[src/hdl/cba_pkg.sv]
`timescale 1ns / 1ps

package cba_pkg;

    localparam int NUM_BLOCKS = 128;
    localparam int NUM_LABELS = 26;

    localparam int ADDR_W = (NUM_BLOCKS > 1) ? $clog2(NUM_BLOCKS) : 1;
    localparam int CNT_W  = $clog2(NUM_BLOCKS + 1);
    localparam int TAG_W  = 5;
    localparam int LABEL_W = 5;
    localparam int NEED_W  = 8;
    localparam int CMP_W   = (CNT_W > NEED_W) ? CNT_W : NEED_W;

    localparam int STATUS_W = 1;
    localparam int CLUS_W   = 7;
    localparam int FREED_W  = 8;
    localparam int REMAIN_W = 8;

    localparam logic [TAG_W-1:0] FREE_TAG = '0;
    localparam logic [ADDR_W-1:0] LAST_ADDR = ADDR_W'(NUM_BLOCKS - 1);

    localparam logic [STATUS_W-1:0] STAT_DONE    = 1'b0;
    localparam logic [STATUS_W-1:0] STAT_REFUSED = 1'b1;

    typedef enum logic
    {
        CMD_ALLOC = 1'b0,
        CMD_FREE  = 1'b1
    } cmd_t;

    typedef enum logic [1:0]
    {
        S_IDLE,
        S_SCAN,
        S_LAST,
        S_REPORT
    } state_t;

    // one write into the owner map
    typedef struct packed
    {
        logic              en;
        logic [ADDR_W-1:0] addr;
        logic [TAG_W-1:0]  data;
    } map_wr_t;

endpackage

[src/hdl/cba_map.sv]
`timescale 1ns / 1ps

module cba_map
    import cba_pkg::*;
(
    input  logic              clk,
    input  logic              rst_n,
    input  logic              rd_en,
    input  logic [ADDR_W-1:0] rd_addr,
    output logic [TAG_W-1:0]  rd_data,
    input  map_wr_t           wr
);

    logic [TAG_W-1:0]  mem [NUM_BLOCKS];
    logic [TAG_W-1:0]  rdq_reg;
    logic [NUM_BLOCKS-1:0] vld_reg;
    logic              rd_vld_reg;

    always_ff @(posedge clk)
    begin
        if (wr.en)
        begin
            mem[wr.addr] <= wr.data;
        end
        if (rd_en)
        begin
            rdq_reg <= mem[rd_addr];
        end
    end

    // entries never written since reset read as free
    always_ff @(posedge clk or negedge rst_n)
    begin
        if (!rst_n)
        begin
            vld_reg    <= '0;
            rd_vld_reg <= 1'b0;
        end
        else
        begin
            if (wr.en)
            begin
                vld_reg[wr.addr] <= 1'b1;
            end
            if (rd_en)
            begin
                rd_vld_reg <= vld_reg[rd_addr];
            end
        end
    end

    assign rd_data = rd_vld_reg ? rdq_reg : FREE_TAG;

endmodule

[src/hdl/clustered_block_allocator.sv]
`timescale 1ns / 1ps
// First-fit block allocation map over NUM_BLOCKS blocks, each free or owned by a label.
// Input channel (in_valid / in_stall): command, file_label, blocks_needed.
//   Allocate gives the label to the lowest free blocks; refused when more are asked
//   than are free. Free releases every block of the label.
// Output channel (out_valid / out_stall): one word per input word with status,
//   cluster_count, freed_blocks and free_remaining.
// A command that scans the map reads, updates and writes back one map entry per cycle
//   through the owner RAM (one read and one write port), after the accept step and
//   before the drain and report steps.
// A refused allocate or an out-of-range label skips the scan: it goes from the accept
//   step straight to the report step.
// in_stall is high while a command is in progress. A finished result sits in the
//   output register; while the receiver stalls, the next command may still be taken
//   and scanned, and it waits in the report cycle until the register is emptied.
// Reset empties the output register and makes the whole map free with a free count of
//   NUM_BLOCKS at once; no clearing pass is needed.

module clustered_block_allocator
    import cba_pkg::*;
(
    input  logic                clk,
    input  logic                rst_n,
    input  logic                in_valid,
    output logic                in_stall,
    input  logic                command,
    input  logic [LABEL_W-1:0]  file_label,
    input  logic [NEED_W-1:0]   blocks_needed,
    output logic                out_valid,
    input  logic                out_stall,
    output logic [STATUS_W-1:0] status,
    output logic [CLUS_W-1:0]   cluster_count,
    output logic [FREED_W-1:0]  freed_blocks,
    output logic [REMAIN_W-1:0] free_remaining
);

    state_t              state_reg, state_next;
    logic [ADDR_W-1:0]   rd_idx_reg, rd_idx_next;
    logic                pipe_vld_reg;
    logic [ADDR_W-1:0]   pipe_idx_reg;
    cmd_t                cmd_reg, cmd_next;
    logic [TAG_W-1:0]    tag_reg, tag_next;
    logic [CNT_W-1:0]    left_reg, left_next;
    logic [CNT_W-1:0]    clus_reg, clus_next;
    logic [CNT_W-1:0]    freed_reg, freed_next;
    logic [CNT_W-1:0]    free_cnt_reg, free_cnt_next;
    logic                run_open_reg, run_open_next;
    logic [STATUS_W-1:0] stat_reg, stat_next;

    logic                out_valid_reg, out_valid_next;
    logic [STATUS_W-1:0] status_reg, status_next;
    logic [CLUS_W-1:0]   cluster_count_reg, cluster_count_next;
    logic [FREED_W-1:0]  freed_blocks_reg, freed_blocks_next;
    logic [REMAIN_W-1:0] free_remaining_reg, free_remaining_next;

    logic                rd_en;
    logic [ADDR_W-1:0]   rd_addr;
    logic [TAG_W-1:0]    rd_data;
    map_wr_t             map_wr;
    logic                in_take;
    logic                entry_free;

    cba_map u_map
    (
        .clk     (clk),
        .rst_n   (rst_n),
        .rd_en   (rd_en),
        .rd_addr (rd_addr),
        .rd_data (rd_data),
        .wr      (map_wr)
    );

    assign in_take    = in_valid && (state_reg == S_IDLE);
    assign entry_free = (rd_data == FREE_TAG);

    always_comb
    begin
        state_next          = state_reg;
        rd_idx_next         = rd_idx_reg;
        cmd_next            = cmd_reg;
        tag_next            = tag_reg;
        left_next           = left_reg;
        clus_next           = clus_reg;
        freed_next          = freed_reg;
        free_cnt_next       = free_cnt_reg;
        run_open_next       = run_open_reg;
        stat_next           = stat_reg;
        out_valid_next      = out_valid_reg;
        status_next         = status_reg;
        cluster_count_next  = cluster_count_reg;
        freed_blocks_next   = freed_blocks_reg;
        free_remaining_next = free_remaining_reg;
        rd_en               = 1'b0;
        rd_addr             = rd_idx_reg;
        map_wr.en           = 1'b0;
        map_wr.addr         = pipe_idx_reg;
        map_wr.data         = FREE_TAG;

        if (out_valid_reg && !out_stall)
        begin
            out_valid_next = 1'b0;
        end

        // entry read last cycle: modify and write back
        if (pipe_vld_reg)
        begin
            if (cmd_reg == CMD_ALLOC)
            begin
                if (entry_free && (left_reg != '0))
                begin
                    map_wr.en     = 1'b1;
                    map_wr.data   = tag_reg;
                    left_next     = left_reg - 1'b1;
                    free_cnt_next = free_cnt_reg - 1'b1;
                    if (!run_open_reg)
                    begin
                        clus_next = clus_reg + 1'b1;
                    end
                    run_open_next = 1'b1;
                end
                else if (!entry_free)
                begin
                    run_open_next = 1'b0;
                end
            end
            else if (rd_data == tag_reg)
            begin
                map_wr.en     = 1'b1;
                map_wr.data   = FREE_TAG;
                freed_next    = freed_reg + 1'b1;
                free_cnt_next = free_cnt_reg + 1'b1;
            end
        end

        case (state_reg)
            S_IDLE:
            begin
                if (in_take)
                begin
                    cmd_next      = cmd_t'(command);
                    tag_next      = TAG_W'(file_label) + 1'b1;
                    left_next     = CNT_W'(blocks_needed);
                    clus_next     = '0;
                    freed_next    = '0;
                    run_open_next = 1'b0;
                    rd_idx_next   = '0;
                    stat_next     = STAT_DONE;
                    if (file_label >= LABEL_W'(NUM_LABELS))
                    begin
                        state_next = S_REPORT;
                    end
                    else if ((cmd_t'(command) == CMD_ALLOC) &&
                             (CMP_W'(blocks_needed) > CMP_W'(free_cnt_reg)))
                    begin
                        stat_next  = STAT_REFUSED;
                        state_next = S_REPORT;
                    end
                    else
                    begin
                        state_next = S_SCAN;
                    end
                end
            end
            S_SCAN:
            begin
                rd_en = 1'b1;
                if (rd_idx_reg == LAST_ADDR)
                begin
                    state_next = S_LAST;
                end
                else
                begin
                    rd_idx_next = rd_idx_reg + 1'b1;
                end
            end
            S_LAST:
            begin
                state_next = S_REPORT;
            end
            S_REPORT:
            begin
                if (!out_valid_reg || !out_stall)
                begin
                    out_valid_next      = 1'b1;
                    status_next         = stat_reg;
                    cluster_count_next  = CLUS_W'(clus_reg);
                    freed_blocks_next   = FREED_W'(freed_reg);
                    free_remaining_next = REMAIN_W'(free_cnt_reg);
                    state_next          = S_IDLE;
                end
            end
            default:
            begin
                state_next = S_IDLE;
            end
        endcase
    end

    always_ff @(posedge clk or negedge rst_n)
    begin
        if (!rst_n)
        begin
            state_reg     <= S_IDLE;
            rd_idx_reg    <= '0;
            pipe_vld_reg  <= 1'b0;
            free_cnt_reg  <= CNT_W'(NUM_BLOCKS);
            out_valid_reg <= 1'b0;
        end
        else
        begin
            state_reg     <= state_next;
            rd_idx_reg    <= rd_idx_next;
            pipe_vld_reg  <= rd_en;
            free_cnt_reg  <= free_cnt_next;
            out_valid_reg <= out_valid_next;
        end
    end

    always_ff @(posedge clk)
    begin
        pipe_idx_reg       <= rd_idx_reg;
        cmd_reg            <= cmd_next;
        tag_reg            <= tag_next;
        left_reg           <= left_next;
        clus_reg           <= clus_next;
        freed_reg          <= freed_next;
        run_open_reg       <= run_open_next;
        stat_reg           <= stat_next;
        status_reg         <= status_next;
        cluster_count_reg  <= cluster_count_next;
        freed_blocks_reg   <= freed_blocks_next;
        free_remaining_reg <= free_remaining_next;
    end

    assign in_stall       = (state_reg != S_IDLE);
    assign out_valid      = out_valid_reg;
    assign status         = status_reg;
    assign cluster_count  = cluster_count_reg;
    assign freed_blocks   = freed_blocks_reg;
    assign free_remaining = free_remaining_reg;

    a_free_cnt_range: assert property (@(posedge clk) disable iff (!rst_n)
        free_cnt_reg <= CNT_W'(NUM_BLOCKS))
        else $error("free count above map size");

    a_wr_follows_rd: assert property (@(posedge clk) disable iff (!rst_n)
        map_wr.en |-> ($past(rd_en) && (map_wr.addr == $past(rd_addr))))
        else $error("map write not at the entry read the cycle before");

    a_drained_at_report: assert property (@(posedge clk) disable iff (!rst_n)
        (state_reg == S_REPORT) |-> !pipe_vld_reg)
        else $error("report while a map entry is still in flight");

    a_alloc_writes_tag: assert property (@(posedge clk) disable iff (!rst_n)
        (map_wr.en && (cmd_reg == CMD_ALLOC)) |-> (map_wr.data != FREE_TAG))
        else $error("allocate wrote a free entry");

    a_refused_no_scan: assert property (@(posedge clk) disable iff (!rst_n)
        (state_reg == S_SCAN) |-> (stat_reg == STAT_DONE))
        else $error("scan running for a refused command");

endmodule

[config.mk]
export PLATFORM = sky130hd
export DESIGN_NAME = clustered_block_allocator
export DESIGN_NICKNAME = d
export VERILOG_FILES = /design/src/hdl/cba_pkg.sv /design/src/hdl/cba_map.sv /design/src/hdl/clustered_block_allocator.sv
export SDC_FILE = /design/constraint.sdc
export NUM_CORES = 1
export LEC_CHECK = 0
export ABC_AREA = 1
export BUFFER_PORTS_ARGS = -buffer_cell sky130_fd_sc_hd__buf_2
export CORE_MARGIN = 2
export CORE_UTILIZATION = 29
export DETAILED_ROUTE_END_ITERATION = 10
export SETUP_SLACK_MARGIN = 0.5
export SYNTH_ARGS = -nofsm -noshare
export SYNTH_HDL_FRONTEND = slang
export SYNTH_SLANG_ARGS = --single-unit
export TNS_END_PERCENT = 100
[constraint.sdc]
create_clock -name clk -period 10.2 [get_ports clk]
set_input_delay 2.04 -clock clk [delete_from_list [all_inputs] [get_ports clk]]
set_output_delay 2.04 -clock clk [all_outputs]
set_load 0.005 [all_outputs]
* After elaboration in Yosys (flattened, before gate mapping) *
Memory sizes are Yosys's and may differ from the RTL's. A register that Yosys moved wholly into a read port is not among the register bits.
Cells that the tools add are included.

storage, ports and cells
  register bits = 211
  latch bits = 0
  bits in writable memories = 640
  ROM bits = 0
  bits of input ports = 18
  output and inout bits = 26
  word-level logic and storage cells = 116
  memories kept = 1

cells by class
  add/sub/neg operators = 7
  multiply operators = 0
  div/mod/pow operators = 0
  order comparisons = 5
  eq/ne operators = 10
  shift-type cells = 0
  muxes and demuxes = 53
  bitwise gates (word level) = 2
  reductions and logical operators = 19

memories
  name       depth  width  read ports  clocked after memory_dff  write ports  RTL line       RTL
  u_map.mem  128    5      1           1                         1            cba_map.sv:14  logic [TAG_W-1:0] mem [NUM_BLOCKS];

operators by type and width
  operator                                                                             number
  8-bit two-way mux                                                                    19
  128-bit bitwise OR                                                                   1
  8-bit by 1-bit adder with 8-bit output, second input constant                        3
  5-bit two-way mux                                                                    4
  1-bit two-way mux                                                                    19
  7-bit by 8-bit < comparator with 1-bit output, second input constant                 2
  8-bit by 1-bit subtractor with 8-bit output, second input constant                   2
  7-bit two-way mux                                                                    2
  7-bit case mux with 2 select lines                                                   1
  2-bit two-way mux                                                                    5
  3-bit AND reduction                                                                  3
  8-bit greater-than comparator                                                        1
  2-bit != test, second input constant                                                 4
  2-bit case mux with 4 select lines                                                   1
  8-bit nonzero test                                                                   1
  7-bit by 1-bit adder with 7-bit output, second input constant                        1
  1-bit binary-select mux with 7-bit select                                            1
  1-bit demux with 7-bit select                                                        1
  7-bit equality test, second input constant                                           1
  7-bit by 1-bit greater-or-equal comparator with 1-bit output, second input constant  1
  2-bit nonzero test                                                                   3
  5-bit by 1-bit adder with 5-bit output, second input constant                        1
  5-bit equality test                                                                  1
  5-bit greater-or-equal comparator, second input constant                             1
  10 further kinds                                                                     17

* Depth between registers and ports, before layout *
  word-level depth = 8
  mapped depth = 16
  gate-level depth less buffers = 14

* By module *
From an unflattened synthesis, not the netlist that was laid out.

unflattened totals
  cells, all modules = 3,263
  area, all modules = 35,850.6 um^2

by module, submodules not included
  module                     times used  cells an instance  area each (um^2)  seq. area each (um^2)
  cba_map                    1           2,815              31,804.3          22,596.7
  clustered_block_allocator  1           448                4,046.4           2,028.2

* Worst setup path after synthesis *
Ideal clock, no wire load.

  kind = reg2reg
  start = reg u_map.rd_vld_reg
  end = mem u_map.mem[0][0] (data pin)
  setup time = 0.796 ns
  arrival time = 4.062 ns
  required time = 9.404 ns
  path slack = 5.342 ns
  cell stages (with the launch flop) = 7
  path buffers = 1
  path through = dfrtp_1 > nand2_1 > inv_2 > nor3_1 > nand2_1 > buf_2 > nor2_1

RTL lines
  item                    RTL line       RTL
  start, declared         cba_map.sv:17  logic rd_vld_reg;
  start signal, assigned  cba_map.sv:47  rd_vld_reg <= vld_reg[rd_addr];
  end, declared           cba_map.sv:14

==> results.yml <==
power_and_ir_drop:
  total_power_mw: 10.2
  comb_power_share_pct: 28.4
  p_sw_share_pct: 35.7
  ir_drop_mv: 0.176
  p_leak_nw: 14.2
  p_int_mw: 6.56
  p_clk_share_pct: 29.9
  power.switching_mw: 3.65
  p_per_area_nw_per_um2: 255
  seq_power_share_pct: 41.7
timing:
  hold_slack_ns: 0.420
  finalCriticalPeriod_ns: 4.21
  final_hold_viol_count: 0
  drv_slew: 0
  maxSlewHeadroom_pct: 26.7
  setup_violations: 0
  finalCritPeriodShare_pct: 41.3
  rsz0062_at_grt: "no"
  clock-skew-final_ns: 0.0499
  fmax_mhz: 237
  setup-tns-final_ns: 0
  worst_pin_slew_ns: 1.10
yosys:
  syn_avg_cell_area_um2: 11.1
  synth-seq-cells: 855
  synth.most_common_cell: "edfxtp_1"
  synth_top_cell_by_area: "edfxtp_1"
  synth_edf_count: 676
  synth_warnings: 0
  synth_area_leaders: "edfxtp_1 57%, dfrtp_1 10%, nor2_1 6.8%, o21ai_0 5.9%, nand2_1 3.6%"
  async_reset_ff_share_pct: 17.3
  yosysSeqAreaShare_pct: 69.4
  netlist_area_um2: 35500
  syn_inst: 3192
  ys.flop_type: "edfxtp_1"
  synth.distinct_cells: 43
  syn_nets: 3237
  yosys.area.top_type_share_pct: 57.2
  synthTopCellsByCount: "676 x edfxtp_1, 645 x nor2_1, 419 x o21ai_0, 340 x nand2_1, 177 x inv_1"
layout:
  antennaDiodeCount: 0
  largest_reg_flops: 640
  area_growth_pct: 12.8
  nFillCells: 12000
  drive_gt1_share_pct: 7.89
  fin_nets: 3215
grt:
  grt_max_degree: 182
  first_global_vias: 23200
  grt_overflow: 0
  grt_pass1_wl_mm: 143
  antenna_found_initial: 2
  grtUsageTotal_pct: 14.6
clock_tree:
  clockBufferDepth: 3
  postCtsSetupBuffers: 0
  ctsResizeCount: 0
  clk_pin_slew_ns: 0.07
  htree_levels: 3
  clkLatencyLatePin_ns: 0.67
  cts_sinks: 855
  cts_buffers: 87
  cts-root-buf: "clkbuf_16"
  cts_tree: "yes"
  cts_hold_buf: 0
detailed_routing:
  drc: 0
  firstDrtPassIters: 6
  wire_per_inst_um: 19.1
  avgViaCountPerCell: 4.92
  via_count: 24000
  wl_mm: 93.0
  dr.first_iter.drc_count: 2513
  ant_nets: 0
worst_setup_path:
  critPathKind: "flop to flop"
  crit_path_start_kind: "flop"
  critPathCaptureType: "flop"
  path_max_fanout: 91
  cp_data_arrival_time_ns: 4.75
  critPathMaxStageDelay_ns: 0.78
  path_cells: "buf_4 > buf_4 > buf_4 > o21ai_0 > o211ai_1 > nand3_1 > nand3_1 > nand2_1 > nor2_1 > nor2_1 > nor2_1"
  worstPathRequired_ns: 10.73
  cp_slowest_cell: "buf_4"
placed_design:
  gp_congestion: 0.829
  dp_hpwl_mm: 53.6
  io_buffers: 43
floorplanning:
  start_util_pct: 29.2
  die-area_um2: 125000
  core-area_um2: 122000
  die_h_um: 354
  io_pins: 44
  num_rows: 128
  die_w_um: 354
job:
  maxCapViolCount: 0
min_path:
  hold_path.class: "flop to flop"
outcome:
  status: "complete, no violations"
## per-stage QoR
step | instances | setup slack (ns) | instance area (um^2) | utilization [%]
2_1_floorplan | 3192 | 5.34 | 35500 | -
3_3_place_gp | 4706 | 6.03 | 37300 | 30.7
3_5_place_dp | 4706 | 6.02 | 37300 | 30.7
4_1_cts | 4868 | 6.08 | 40000 | 32.9
5_1_grt | 4868 | 5.73 | 40000 | 32.9
6_report | 4868 | 5.99 | 40000 | 32.9
## metal layers
layer  global-route usage (%)  vias to the layer above  wire length [um]
li1                         -                    11000                 -
met1                     20.4                    11900             41100
met2                     23.0                      858             42400
met3                     2.47                      186              6520
met4                     5.00                        4              3030
met5                        0                        -                17
## cells by family (layout without fill, tap and decap cells)
logic type                 count (synthesis)  count (layout)  share of synthesized area [%]
buffers and inverters                    376             427                           4.21
muxes                                      3               3                         0.0846
adders and majority gates                 27              27                          0.973
AOI/OAI and AO/OA                        705             705                           10.9
DFF                                      855             855                           69.4
xor gates and xnor gates                  18              18                          0.444
and+or+nand+nor                         1208            1208                           14.0
## cell usage in the layout, fill, tap and decap left out, drive strengths merged, types with 2 or more instances in the layout
master      n
nand2     341
dfxtp      31
nor2      655
o211ai     89
nand3     149
nor3b       4
o22ai      42
ha         26
clkbuf    127
xor2       14
clkinv     33
a21boi      2
a22oi      16
inv       182
xnor2       4
or2        38
dfrtp     147
edfxtp    676
a31o        2
buf        80
o21ai     483
a21oi      67
bufinv      2
nor3       12
mux2i       3
nand4       8
clkinvlp    3
## power groups by stage
stage / Combinational (mW) / Clock, mW / Sequential [mW]
finish: 2.90 / 3.05 / 4.25
global route: 3.23 / 3.24 / 4.28
CTS: 2.90 / 3.11 / 4.25
detailed placement: 2.89 / 0 / 4.32
global placement: 2.88 / 0 / 4.32
floorplan: 1.97 / 0 / 4.22
## worst max-delay path: cells and delay by family, from the launching register on
kind                   cells  cell delay [ns]
AOI/OAI and AO/OA          2             0.48
buffers and inverters      3             1.96
and+or+nand+nor            6             0.80
DFF                        1             0.67
## final timing paths
kind | endpoint | startpoint | depth (start not counted) | slack (ns)
setup / recovery | u_map.rdq_reg[4]$_DFFE_PP_ | rd_addr[1]$_DFFE_PN0P_ | 11 | 5.99
hold / removal | pipe_idx_reg[3]$_DFF_P_ | rd_addr[3]$_DFFE_PN0P_ | 0 | 0.42
setup reg to reg | u_map.rdq_reg[4]$_DFFE_PP_ | rd_addr[1]$_DFFE_PN0P_ | 11 | 5.99
hold reg to reg | pipe_idx_reg[3]$_DFF_P_ | rd_addr[3]$_DFFE_PN0P_ | 0 | 0.42
max in group asynchronous | rd_addr[1]$_DFFE_PN0P_ | rst_n | 3 | 6.80
min in group asynchronous | u_map.vld_reg[91]$_DFFE_PN0P_ | rst_n | 1 | 1.23
## final cells by class
cell class              instances  area (um^2)  area share, %
clock buffers                 127         2410           6.02
inverters                     185          703           1.76
clock inverters                35          304          0.760
well taps                    1625         2030           5.08
multi-input cells            1961         9430           23.6
repair buffers                 80          512           1.28
flip-flops and latches        855        24600           61.5
No activity file was read; power rests on OpenSTA's default activity.
